### config.mk
export PLATFORM = sky130hd
export DESIGN_NAME = pid_controller_clamped_terms
export DESIGN_NICKNAME = d
export VERILOG_FILES = /design/src/design/pcc_pkg.sv /design/src/design/pid_controller_clamped_terms.sv /design/src/design/pcc_ctrl.sv /design/src/design/pcc_datapath.sv
export SDC_FILE = /design/constraint.sdc
export NUM_CORES = 2
export LEC_CHECK = 0
export BUFFER_PORTS_ARGS = -buffer_cell sky130_fd_sc_hd__buf_2
export CORE_MARGIN = 2
export CORE_UTILIZATION = 40
export DETAILED_ROUTE_END_ITERATION = 12
export MAX_ROUTING_LAYER = met4
export SETUP_SLACK_MARGIN = 0.05
export SLEW_MARGIN = 25
export SYNTH_ARGS = -nofsm -noshare
export SYNTH_HDL_FRONTEND = slang
export SYNTH_SLANG_ARGS = --single-unit
### constraint.sdc
create_clock -name clk -period 19.4 [get_ports clk]
set_input_delay 0.97 -clock clk [delete_from_list [all_inputs] [get_ports clk]]
set_output_delay 0.97 -clock clk [all_outputs]
set_load 0.02 [all_outputs]
### src/design/pcc_pkg.sv
// Shared types, constants and arithmetic helpers of the clamped PID controller.
package pcc_pkg;

  localparam int SAMPLE_W   = 16;
  localparam int FRAC       = 8;
  localparam int DFRAC      = 16;
  localparam int GAIN_W     = 16;
  localparam int LIM_W      = 15;
  localparam int CFG_IDX_W  = 3;
  localparam int CFG_DATA_W = 16;
  localparam int ERR_W      = SAMPLE_W + 1;
  localparam int ACC_W      = 32;
  localparam int DIFF_W     = ACC_W + 1;
  localparam int T_W        = ACC_W + 3;
  localparam int MA_W       = GAIN_W + 2;
  localparam int MB_W       = T_W + 1;
  localparam int PROD_W     = MA_W + MB_W;
  localparam int DIV_STEPS  = ACC_W;
  localparam int DIV_CNT_W  = $clog2(DIV_STEPS + 1);

  localparam logic [CFG_IDX_W-1:0] REG_PROP_GAIN    = 3'd0;
  localparam logic [CFG_IDX_W-1:0] REG_INTEG_GAIN   = 3'd1;
  localparam logic [CFG_IDX_W-1:0] REG_DERIV_GAIN   = 3'd2;
  localparam logic [CFG_IDX_W-1:0] REG_FILTER_COEFF = 3'd3;
  localparam logic [CFG_IDX_W-1:0] REG_PROP_LIMIT   = 3'd4;
  localparam logic [CFG_IDX_W-1:0] REG_INTEG_LIMIT  = 3'd5;
  localparam logic [CFG_IDX_W-1:0] REG_DERIV_LIMIT  = 3'd6;
  localparam logic [CFG_IDX_W-1:0] REG_OUT_LIMIT    = 3'd7;

  typedef struct packed {
    logic                       operation;
    logic signed [SAMPLE_W-1:0] setpoint;
    logic signed [SAMPLE_W-1:0] position;
    logic signed [15:0]         preset_integral;
  } in_t;

  typedef struct packed {
    logic signed [15:0] control_out;
    logic               integral_limited;
  } out_t;

  typedef enum logic [1:0] {
    MUL_P,
    MUL_I,
    MUL_T,
    MUL_D
  } mul_sel_t;

  typedef struct packed {
    logic     load;
    logic     mul_go;
    mul_sel_t mul_sel;
    logic     p_store;
    logic     isum_acc;
    logic     i_store;
    logic     div_start;
    logic     div_step;
    logic     div_write;
    logic     diff_store;
    logic     t_store;
    logic     dfs_update;
    logic     d_store;
    logic     preset_dfs;
    logic     emit;
  } cmd_t;

  typedef struct packed {
    logic op;
    logic ig_zero;
    logic dg_zero;
    logic i_over;
    logic div_last;
    logic out_busy;
  } sts_t;

  function automatic logic signed [ACC_W-1:0] sat32(input logic signed [PROD_W-1:0] x);
    logic signed [PROD_W-1:0] hi;
    logic signed [PROD_W-1:0] lo;
    hi = PROD_W'({1'b0, {(ACC_W-1){1'b1}}});
    lo = -hi - PROD_W'(1);
    if (x > hi) return hi[ACC_W-1:0];
    if (x < lo) return lo[ACC_W-1:0];
    return x[ACC_W-1:0];
  endfunction

  function automatic logic signed [15:0] clamp_sym(input logic signed [PROD_W-1:0] x,
                                                   input logic [LIM_W-1:0] lim);
    logic signed [PROD_W-1:0] l;
    l = $signed({{(PROD_W-LIM_W){1'b0}}, lim});
    if (x > l) return l[15:0];
    if (x < -l) return 16'(-l);
    return x[15:0];
  endfunction

endpackage

### src/design/pid_controller_clamped_terms.sv
// Top level of the clamped PID controller with integral back-calculation.
// Usage:
//   in_valid/in_stall/in_data carries one transaction: a control update
//   (operation 0) or a preset of the integral and derivative state (operation 1).
//   out_valid/out_stall/out_data returns exactly one result per transaction.
//   cfg_we/cfg_index/cfg_data writes the eight gain, coefficient and limit
//   registers; write them only while no transaction is in flight.
// Sequencing, one transaction at a time through a shared 18x36 multiplier:
//   an update steps the proportional, integral and derivative products in turn;
//   zero derivative gain skips the derivative steps and zero integral gain the
//   integral steps; with integral clamp the 32-step serial divider recomputes
//   the integral sum; a preset uses the divider only with nonzero integral gain.
//   A new transaction is accepted only after the previous result is emitted.
// Reset (rst_n low, synchronous) clears registers, integral sum and filter
// state; no transaction is pending afterward.
// A stalled result is held in the output register; the next transaction is
// accepted and computed, then waits for that register before it finishes.
module pid_controller_clamped_terms (
  input  logic                          clk,
  input  logic                          rst_n,
  input  logic                          cfg_we,
  input  logic [pcc_pkg::CFG_IDX_W-1:0] cfg_index,
  input  logic [pcc_pkg::CFG_DATA_W-1:0] cfg_data,
  input  logic                          in_valid,
  output logic                          in_stall,
  input  pcc_pkg::in_t                  in_data,
  output logic                          out_valid,
  input  logic                          out_stall,
  output pcc_pkg::out_t                 out_data
);
  import pcc_pkg::*;

  cmd_t cmd;
  sts_t sts;

  pcc_ctrl u_ctrl (
    .clk      (clk),
    .rst_n    (rst_n),
    .in_valid (in_valid),
    .in_stall (in_stall),
    .sts      (sts),
    .cmd      (cmd)
  );

  pcc_datapath u_datapath (
    .clk       (clk),
    .rst_n     (rst_n),
    .cfg_we    (cfg_we),
    .cfg_index (cfg_index),
    .cfg_data  (cfg_data),
    .in_data   (in_data),
    .out_stall (out_stall),
    .out_valid (out_valid),
    .out_data  (out_data),
    .cmd       (cmd),
    .sts       (sts)
  );

endmodule

### src/design/pcc_ctrl.sv
// Sequencer of the PID controller: steps the shared multiplier and divider.
module pcc_ctrl (
  input  logic          clk,
  input  logic          rst_n,
  input  logic          in_valid,
  output logic          in_stall,
  input  pcc_pkg::sts_t sts,
  output pcc_pkg::cmd_t cmd
);
  import pcc_pkg::*;

  typedef enum logic [3:0] {
    S_IDLE, S_P, S_PST, S_I, S_IST, S_DIV, S_DIVW,
    S_X, S_T, S_TST, S_D, S_DST, S_OUT
  } state_t;

  state_t state_r, state_nxt;

  always_ff @(posedge clk) begin
    if (!rst_n) begin
      state_r <= S_IDLE;
    end else begin
      state_r <= state_nxt;
    end
  end

  assign in_stall = (state_r != S_IDLE);

  always_comb begin
    cmd       = '0;
    cmd.mul_sel = MUL_P;
    state_nxt = state_r;
    case (state_r)
      S_IDLE: begin
        if (in_valid) begin
          cmd.load  = 1'b1;
          state_nxt = S_P;
        end
      end
      S_P: begin
        if (sts.op) begin
          cmd.preset_dfs = 1'b1;
          cmd.div_start  = !sts.ig_zero;
          state_nxt      = sts.ig_zero ? S_OUT : S_DIV;
        end else begin
          cmd.mul_go  = 1'b1;
          cmd.mul_sel = MUL_P;
          state_nxt   = S_PST;
        end
      end
      S_PST: begin
        cmd.p_store  = 1'b1;
        cmd.isum_acc = !sts.ig_zero;
        state_nxt    = sts.ig_zero ? S_X : S_I;
      end
      S_I: begin
        cmd.mul_go  = 1'b1;
        cmd.mul_sel = MUL_I;
        state_nxt   = S_IST;
      end
      S_IST: begin
        cmd.i_store   = 1'b1;
        cmd.div_start = sts.i_over;
        state_nxt     = sts.i_over ? S_DIV : S_X;
      end
      S_DIV: begin
        cmd.div_step = 1'b1;
        if (sts.div_last) state_nxt = S_DIVW;
      end
      S_DIVW: begin
        cmd.div_write = 1'b1;
        state_nxt     = sts.op ? S_OUT : S_X;
      end
      S_X: begin
        cmd.diff_store = !sts.dg_zero;
        state_nxt      = sts.dg_zero ? S_OUT : S_T;
      end
      S_T: begin
        cmd.mul_go  = 1'b1;
        cmd.mul_sel = MUL_T;
        state_nxt   = S_TST;
      end
      S_TST: begin
        cmd.t_store = 1'b1;
        state_nxt   = S_D;
      end
      S_D: begin
        cmd.mul_go     = 1'b1;
        cmd.mul_sel    = MUL_D;
        cmd.dfs_update = 1'b1;
        state_nxt      = S_DST;
      end
      S_DST: begin
        cmd.d_store = 1'b1;
        state_nxt   = S_OUT;
      end
      S_OUT: begin
        if (!sts.out_busy) begin
          cmd.emit  = 1'b1;
          state_nxt = S_IDLE;
        end
      end
      default: state_nxt = S_IDLE;
    endcase
  end

  a_emit_free: assert property (@(posedge clk) disable iff (!rst_n)
    cmd.emit |-> !sts.out_busy) else $error("emit while output busy");
  a_accept_idle: assert property (@(posedge clk) disable iff (!rst_n)
    cmd.load |=> state_r == S_P) else $error("load did not start sequence");
  a_div_from_step: assert property (@(posedge clk) disable iff (!rst_n)
    state_r == S_DIVW |-> $past(state_r) == S_DIV) else $error("divider write out of order");

endmodule

### src/design/pcc_datapath.sv
// Datapath of the PID controller: registers, shared multiplier, serial divider.
module pcc_datapath (
  input  logic                               clk,
  input  logic                               rst_n,
  input  logic                               cfg_we,
  input  logic [pcc_pkg::CFG_IDX_W-1:0]      cfg_index,
  input  logic [pcc_pkg::CFG_DATA_W-1:0]     cfg_data,
  input  pcc_pkg::in_t                       in_data,
  input  logic                               out_stall,
  output logic                               out_valid,
  output pcc_pkg::out_t                      out_data,
  input  pcc_pkg::cmd_t                      cmd,
  output pcc_pkg::sts_t                      sts
);
  import pcc_pkg::*;

  logic [GAIN_W-1:0] prop_gain_r, integ_gain_r, deriv_gain_r, filter_coeff_r;
  logic [LIM_W-1:0]  prop_limit_r, integ_limit_r, deriv_limit_r, out_limit_r;

  logic                       op_r;
  logic signed [SAMPLE_W-1:0] pos_r;
  logic signed [15:0]         pre_r;
  logic signed [ERR_W-1:0]    err_r;
  logic signed [ACC_W-1:0]    isum_r, dfs_r;
  logic signed [PROD_W-1:0]   prod_r;
  logic signed [15:0]         pterm_r, iterm_r, dterm_r;
  logic                       ilim_r;
  logic signed [DIFF_W-1:0]   diff_r;
  logic signed [T_W-1:0]      t_r;
  logic [ACC_W-1:0]           div_q_r;
  logic [GAIN_W-1:0]          div_rem_r;
  logic                       div_neg_r;
  logic [DIV_CNT_W-1:0]       div_cnt_r;
  logic                       out_valid_r;
  out_t                       out_data_r;

  logic signed [MA_W-1:0]   mul_a;
  logic signed [MB_W-1:0]   mul_b;
  logic [GAIN_W:0]          fc_eff;
  logic signed [PROD_W-1:0] p_raw, i_raw, t_full, d_raw, ilim_w, x_full, sum_w;
  logic signed [15:0]       i_clamp, div_src;
  logic signed [ACC_W:0]    num_s, num_mag;
  logic signed [ACC_W-1:0]  x_sat;
  logic [GAIN_W:0]          div_shift;
  logic                     div_ge;
  logic [LIM_W-1:0]         olim;

  always_ff @(posedge clk) begin
    if (!rst_n) begin
      prop_gain_r    <= '0;
      integ_gain_r   <= '0;
      deriv_gain_r   <= '0;
      filter_coeff_r <= '0;
      prop_limit_r   <= '0;
      integ_limit_r  <= '0;
      deriv_limit_r  <= '0;
      out_limit_r    <= '0;
    end else if (cfg_we) begin
      case (cfg_index)
        REG_PROP_GAIN:    prop_gain_r    <= cfg_data[GAIN_W-1:0];
        REG_INTEG_GAIN:   integ_gain_r   <= cfg_data[GAIN_W-1:0];
        REG_DERIV_GAIN:   deriv_gain_r   <= cfg_data[GAIN_W-1:0];
        REG_FILTER_COEFF: filter_coeff_r <= cfg_data[GAIN_W-1:0];
        REG_PROP_LIMIT:   prop_limit_r   <= cfg_data[LIM_W-1:0];
        REG_INTEG_LIMIT:  integ_limit_r  <= cfg_data[LIM_W-1:0];
        REG_DERIV_LIMIT:  deriv_limit_r  <= cfg_data[LIM_W-1:0];
        REG_OUT_LIMIT:    out_limit_r    <= cfg_data[LIM_W-1:0];
        default: ;
      endcase
    end
  end

  assign fc_eff = (filter_coeff_r == '0) ? {1'b1, {GAIN_W{1'b0}}} : {1'b0, filter_coeff_r};

  always_comb begin
    case (cmd.mul_sel)
      MUL_P: begin
        mul_a = $signed({2'b00, prop_gain_r});
        mul_b = MB_W'(err_r);
      end
      MUL_I: begin
        mul_a = $signed({2'b00, integ_gain_r});
        mul_b = MB_W'(isum_r);
      end
      MUL_T: begin
        mul_a = $signed({1'b0, fc_eff});
        mul_b = MB_W'(diff_r);
      end
      MUL_D: begin
        mul_a = $signed({2'b00, deriv_gain_r});
        mul_b = MB_W'(t_r);
      end
      default: begin
        mul_a = '0;
        mul_b = '0;
      end
    endcase
  end

  assign p_raw  = (prod_r + (PROD_W'(1) <<< (FRAC - 1))) >>> FRAC;
  assign i_raw  = (prod_r + (PROD_W'(1) <<< (2*FRAC - 1))) >>> (2*FRAC);
  assign t_full = (prod_r + (PROD_W'(1) <<< (DFRAC - 1))) >>> DFRAC;
  assign d_raw  = (prod_r + (PROD_W'(1) <<< (FRAC + DFRAC - 1))) >>> (FRAC + DFRAC);
  assign ilim_w = $signed({{(PROD_W-LIM_W){1'b0}}, integ_limit_r});
  assign i_clamp = clamp_sym(i_raw, integ_limit_r);
  assign x_full = (-PROD_W'(pos_r)) <<< DFRAC;
  assign x_sat  = sat32(x_full);

  assign div_src = op_r ? pre_r : i_clamp;
  assign num_s   = $signed({div_src, {DFRAC{1'b0}}});
  assign num_mag = num_s[ACC_W] ? -num_s : num_s;
  assign div_shift = {div_rem_r, div_q_r[ACC_W-1]};
  assign div_ge    = div_shift >= {1'b0, integ_gain_r};

  assign olim  = (out_limit_r == '0) ? prop_limit_r : out_limit_r;
  assign sum_w = PROD_W'(pterm_r) + PROD_W'(iterm_r) + PROD_W'(dterm_r);

  always_ff @(posedge clk) begin
    if (!rst_n) begin
      isum_r      <= '0;
      dfs_r       <= '0;
      div_cnt_r   <= '0;
      out_valid_r <= 1'b0;
    end else begin
      if (cmd.isum_acc) isum_r <= sat32(PROD_W'(isum_r) + (PROD_W'(err_r) <<< FRAC));
      if (cmd.div_write) isum_r <= div_neg_r ? -$signed(div_q_r) : $signed(div_q_r);
      if (cmd.preset_dfs) dfs_r <= x_sat;
      if (cmd.dfs_update) dfs_r <= sat32(PROD_W'(dfs_r) + PROD_W'(t_r));
      if (cmd.div_start) begin
        div_cnt_r <= '0;
      end else if (cmd.div_step) begin
        div_cnt_r <= div_cnt_r + DIV_CNT_W'(1);
      end
      if (cmd.emit) begin
        out_valid_r <= 1'b1;
      end else if (!out_stall) begin
        out_valid_r <= 1'b0;
      end
    end
  end

  always_ff @(posedge clk) begin
    if (cmd.load) begin
      op_r    <= in_data.operation;
      pos_r   <= in_data.position;
      pre_r   <= in_data.preset_integral;
      err_r   <= ERR_W'(in_data.setpoint) - ERR_W'(in_data.position);
      pterm_r <= '0;
      iterm_r <= '0;
      dterm_r <= '0;
      ilim_r  <= 1'b0;
    end
    if (cmd.mul_go) prod_r <= mul_a * mul_b;
    if (cmd.p_store) pterm_r <= clamp_sym(p_raw, prop_limit_r);
    if (cmd.i_store) begin
      iterm_r <= i_clamp;
      ilim_r  <= sts.i_over;
    end
    if (cmd.diff_store) diff_r <= DIFF_W'(x_sat) - DIFF_W'(dfs_r);
    if (cmd.t_store) t_r <= t_full[T_W-1:0];
    if (cmd.d_store) dterm_r <= clamp_sym(d_raw, deriv_limit_r);
    if (cmd.div_start) begin
      div_q_r   <= num_mag[ACC_W-1:0];
      div_rem_r <= '0;
      div_neg_r <= num_s[ACC_W];
    end else if (cmd.div_step) begin
      div_rem_r <= div_ge ? 16'(div_shift - {1'b0, integ_gain_r}) : div_shift[GAIN_W-1:0];
      div_q_r   <= {div_q_r[ACC_W-2:0], div_ge};
    end
    if (cmd.emit) begin
      out_data_r.control_out      <= op_r ? 16'sd0 : clamp_sym(sum_w, olim);
      out_data_r.integral_limited <= op_r ? 1'b0 : ilim_r;
    end
  end

  assign sts.op       = op_r;
  assign sts.ig_zero  = (integ_gain_r == '0);
  assign sts.dg_zero  = (deriv_gain_r == '0);
  assign sts.i_over   = (i_raw > ilim_w) || (i_raw < -ilim_w);
  assign sts.div_last = (div_cnt_r == DIV_CNT_W'(DIV_STEPS - 1));
  assign sts.out_busy = out_valid_r && out_stall;

  assign out_valid = out_valid_r;
  assign out_data  = out_data_r;

  a_div_len: assert property (@(posedge clk) disable iff (!rst_n)
    cmd.div_write |-> div_cnt_r == DIV_CNT_W'(DIV_STEPS)) else $error("divider step count");
  a_preset_zero: assert property (@(posedge clk) disable iff (!rst_n)
    cmd.emit && op_r |=> out_data_r.control_out == 16'sd0 && !out_data_r.integral_limited)
    else $error("preset result not zero");
  a_iterm_bound: assert property (@(posedge clk) disable iff (!rst_n)
    cmd.i_store |=> (iterm_r <= $signed({1'b0, integ_limit_r}))
                 && (iterm_r >= -$signed({1'b0, integ_limit_r})))
    else $error("integral term beyond limit");

endmodule

==> impl_metrics.prom <==
# TYPE chip_impl_metric gauge
chip_impl_info{name="status",value="completed"} 1
chip_impl_info{name="hold_path_class",value="flop to flop"} 1
chip_impl_metric{name="first_global_vias",unit=""} 47258
chip_impl_metric{name="leakage_power",unit="nW"} 27.1
chip_impl_info{name="worst_setup_path_end_kind",value="flop"} 1
chip_impl_metric{name="final-setup-viol-count",unit=""} 0
chip_impl_info{name="timing_worst_setup_path_type",value="flop to flop"} 1
chip_impl_metric{name="drc",unit=""} 0
chip_impl_info{name="synth.cells.most_frequent",value="sky130_fd_sc_hd__nand2_1 (1022), sky130_fd_sc_hd__inv_1 (898), sky130_fd_sc_hd__fa_1 (590)"} 1
chip_impl_info{name="root_buffer",value="sky130_fd_sc_hd__clkbuf_16"} 1
chip_impl_metric{name="tritoncts_buffer_count",unit=""} 57
chip_impl_metric{name="grt_antenna_before_repair",unit=""} 7
chip_impl_info{name="grt_busiest_layer",value="met2"} 1
chip_impl_metric{name="globalRoute.totalOverflow",unit=""} 0
chip_impl_metric{name="antenna_cells_inserted",unit=""} 0
chip_impl_metric{name="gr_layer_usage_met2",unit="%"} 42.3
chip_impl_info{name="cell_types_with_the_largest_area_share_after_synthesis",value="sky130_fd_sc_hd__fa_1 (21%), sky130_fd_sc_hd__edfxtp_1 (14%), sky130_fd_sc_hd__ha_1 (11%)"} 1
chip_impl_metric{name="final.setup.tns",unit="ns"} 0
chip_impl_metric{name="die_area",unit="µm²"} 145000
chip_impl_metric{name="timing.slew.headroom",unit="%"} 29.4
chip_impl_info{name="rsz_0062_raised_after_global_routing",value="false"} 1
chip_impl_metric{name="synth.distinct_cells",unit=""} 98
chip_impl_metric{name="final_antenna_net_count",unit=""} 0
chip_impl_metric{name="hold_slack",unit="ns"} 0.463
chip_impl_metric{name="power_density",unit="nW/µm²"} 143
chip_impl_metric{name="fillers",unit=""} 14102
chip_impl_metric{name="yosys_register_bits",unit=""} 479
chip_impl_metric{name="detail_route.wl_per_cell",unit="µm"} 22.4
chip_impl_info{name="synth_most_common_cell",value="sky130_fd_sc_hd__nand2_1"} 1
chip_impl_metric{name="flow.area_growth_from_synthesis",unit="%"} 7.88
chip_impl_metric{name="cts-hold-fix-buffers",unit=""} 0
chip_impl_info{name="cts_tree",value="built"} 1
chip_impl_metric{name="grt_max_degree",unit=""} 63
chip_impl_metric{name="clk_pin_slew",unit="ns"} 0.06
chip_impl_metric{name="layout-drive-gt1-share",unit="%"} 5.83
chip_impl_metric{name="worstPathArrival",unit="ns"} 10.18
chip_impl_metric{name="clockBufferDepth",unit=""} 3
chip_impl_metric{name="design.core.area",unit="µm²"} 141000
chip_impl_metric{name="grt.met1_usage",unit="%"} 35.1
chip_impl_metric{name="syn_nets",unit=""} 7851
chip_impl_metric{name="hold_path_depth",unit=""} 2
chip_impl_metric{name="tightestPinTransition",unit="ns"} 1.03
chip_impl_info{name="worst_path_max_delay_cell",value="sky130_fd_sc_hd__dfxtp_1"} 1
chip_impl_metric{name="initial_utilization",unit="%"} 40.3
chip_impl_metric{name="floorplan.die.height",unit="µm"} 381
chip_impl_metric{name="floorplan.die.width",unit="µm"} 381
chip_impl_metric{name="worst-path-max-fanout",unit=""} 48
chip_impl_metric{name="final.setup_skew",unit="ns"} 0.0478
chip_impl_metric{name="placed_cell_count",unit=""} 8451
chip_impl_metric{name="cp_slowest_stage_delay",unit="ns"} 0.70
chip_impl_metric{name="final_nets",unit=""} 7796
chip_impl_metric{name="synth.yosys.seq_area_share",unit="%"} 21.5
chip_impl_metric{name="place_congestion",unit=""} 0.999
chip_impl_metric{name="rows",unit=""} 138
chip_impl_metric{name="post-route-util",unit="%"} 43.4
chip_impl_metric{name="place.port_buffers",unit=""} 91
chip_impl_metric{name="max_freq",unit="GHz"} 0.102
chip_impl_metric{name="top_level_ports",unit=""} 92
chip_impl_metric{name="drt-initial-drc-count",unit=""} 4284
chip_impl_info{name="ys_dominant_reg_cell",value="sky130_fd_sc_hd__edfxtp_1"} 1
chip_impl_metric{name="detailed_place_hpwl",unit="mm"} 152
chip_impl_metric{name="layout.cells.non_filler",unit=""} 8559
chip_impl_metric{name="postCtsSetupBuffers",unit=""} 0
chip_impl_metric{name="detailed_place.area",unit="µm²"} 59400
chip_impl_metric{name="async_set_or_reset_register_ratio_after_synthesis",unit="%"} 0
chip_impl_metric{name="design_area",unit="µm²"} 61400
chip_impl_metric{name="synth.yosys.warnings",unit=""} 0
chip_impl_metric{name="grtUsageMet3",unit="%"} 3.57
chip_impl_info{name="synth_area_leader_cell",value="sky130_fd_sc_hd__fa_1"} 1
chip_impl_metric{name="gr-usage-all-layers",unit="%"} 27.0
chip_impl_info{name="critPathLaunchType",value="flop"} 1
chip_impl_metric{name="clkLatencyLatePin",unit="ns"} 0.68
chip_impl_metric{name="first_pass_iters",unit=""} 8
chip_impl_metric{name="required",unit="ns"} 19.82
chip_impl_metric{name="grt_pass1_wl",unit="mm"} 293
chip_impl_metric{name="vdd_drop_max",unit="mV"} 0.192
chip_impl_metric{name="synthesis.area",unit="µm²"} 56900
chip_impl_metric{name="htree_num_levels",unit=""} 2
chip_impl_metric{name="final_period_minus_worst_setup_slack",unit="ns"} 9.77
chip_impl_metric{name="syn_inst",unit=""} 6675
chip_impl_metric{name="rr_worst_depth",unit=""} 32
chip_impl_metric{name="post-route-period-util",unit="%"} 50.3
chip_impl_metric{name="synth_edf_count",unit=""} 264
chip_impl_metric{name="routed-via-count",unit=""} 47880
chip_impl_metric{name="clock_tree_sinks",unit=""} 479
chip_impl_info{name="critical_path.most_common_cell",value="sky130_fd_sc_hd__fa_1"} 1
chip_impl_metric{name="final_max_slew_viol_count",unit=""} 0
chip_impl_metric{name="synth_top_area_share",unit="%"} 20.7
chip_impl_metric{name="synth.avg_cell_area",unit="µm²"} 8.53
chip_impl_metric{name="drt_wl_total",unit="mm"} 192
chip_impl_metric{name="post_cts_resized",unit=""} 0
chip_impl_metric{name="hold_viol",unit=""} 0
chip_impl_metric{name="via_per_instance_ratio",unit=""} 5.59
chip_impl_metric{name="drv.max_cap_violation_count",unit=""} 0
-- registers in the layout (all words and copies together), names as in the netlist, 17 cells and up --
signal	cells
u_datapath.dfs_r	32
u_datapath.diff_r	33
u_datapath.div_q_r	32
u_datapath.err_r	17
u_datapath.isum_r	32
u_datapath.out_data	17
u_datapath.prod_r	47
u_datapath.t_r	35
-- worst max-delay path: cells and delay by family, from the launching register on --
family          cells  cell delay, ns
buf+inv             7            1.36
compound gates      8            2.19
flops               1            0.70
xor+xnor            1            0.12
simple gates        9            1.55
fa+ha+maj           7            3.52
-- metal layers --
metal | share of wire [%] | vias up
met3 | 7.1 | 379
met5 | 0 | -
li1 | - | 22144
met4 | 4.9 | 0
met1 | 43 | 23554
met2 | 45 | 1803
-- cell type report --
type / count / area [µm²] / share of cell area, %
Inverter: 901 / 3380 / 5.51
Tap cell: 1890 / 2360 / 3.85
Multi-Input combinational cell: 5000 / 40300 / 65.6
Sequential cell: 479 / 12200 / 19.9
Clock inverter: 31 / 360 / 0.587
Timing Repair Buffer: 181 / 1130 / 1.84
Clock buffer: 77 / 1650 / 2.68
-- cells by family after synthesis --
group | after synthesis | share of synthesized area, %
flops | 479 | 21.5
simple gates | 2315 | 18.4
mux | 73 | 1.34
compound gates | 1141 | 13.0
fa+ha+maj | 1103 | 32.0
buf+inv | 1196 | 8.05
xor+xnor | 368 | 5.66
-- report_power, final --
group          switching (mW)  leakage, nW  internal [mW]
logic                    3.68         21.9           2.18
registers               0.355         4.21           1.45
clock network           0.488        0.958          0.657
total                    4.52         27.1           4.29
-- placed cells by master (no fill, tap or decap), types with 109 or more instances in the layout --
cell,n
sky130_fd_sc_hd__fa_1,590
sky130_fd_sc_hd__ha_1,513
sky130_fd_sc_hd__a21o_1,112
sky130_fd_sc_hd__inv_1,897
sky130_fd_sc_hd__nand2_1,1021
sky130_fd_sc_hd__edfxtp_1,264
sky130_fd_sc_hd__xnor2_1,248
sky130_fd_sc_hd__nor2_1,559
sky130_fd_sc_hd__o21ai_0,189
sky130_fd_sc_hd__nor3_1,109
sky130_fd_sc_hd__a21oi_1,382
sky130_fd_sc_hd__dfxtp_1,215
sky130_fd_sc_hd__xor2_1,120
-- final timing paths --
kind | start | to | slack (ns)
max reg2reg | u_ctrl.state_r[2] | u_datapath.prod_r[52] | 9.63
min reg2reg | u_datapath.prop_gain_r[12] | u_datapath.prop_gain_r[12] | 0.46
min | u_datapath.prop_gain_r[12] | u_datapath.prop_gain_r[12] | 0.46
max | u_ctrl.state_r[2] | u_datapath.prod_r[52] | 9.63
-- through the flow --
| step | power [mW] | worst slack (ns) |
|---|---|---|
| after floorplan | 5.78 | 11.29 |
| after global placement | 7.50 | 9.89 |
| after detailed placement | 7.58 | 9.75 |
| after CTS | 8.77 | 9.69 |
| after global routing | 9.51 | 9.04 |
| final | 8.81 | 9.63 |
Power figures use the tool's default switching activity.
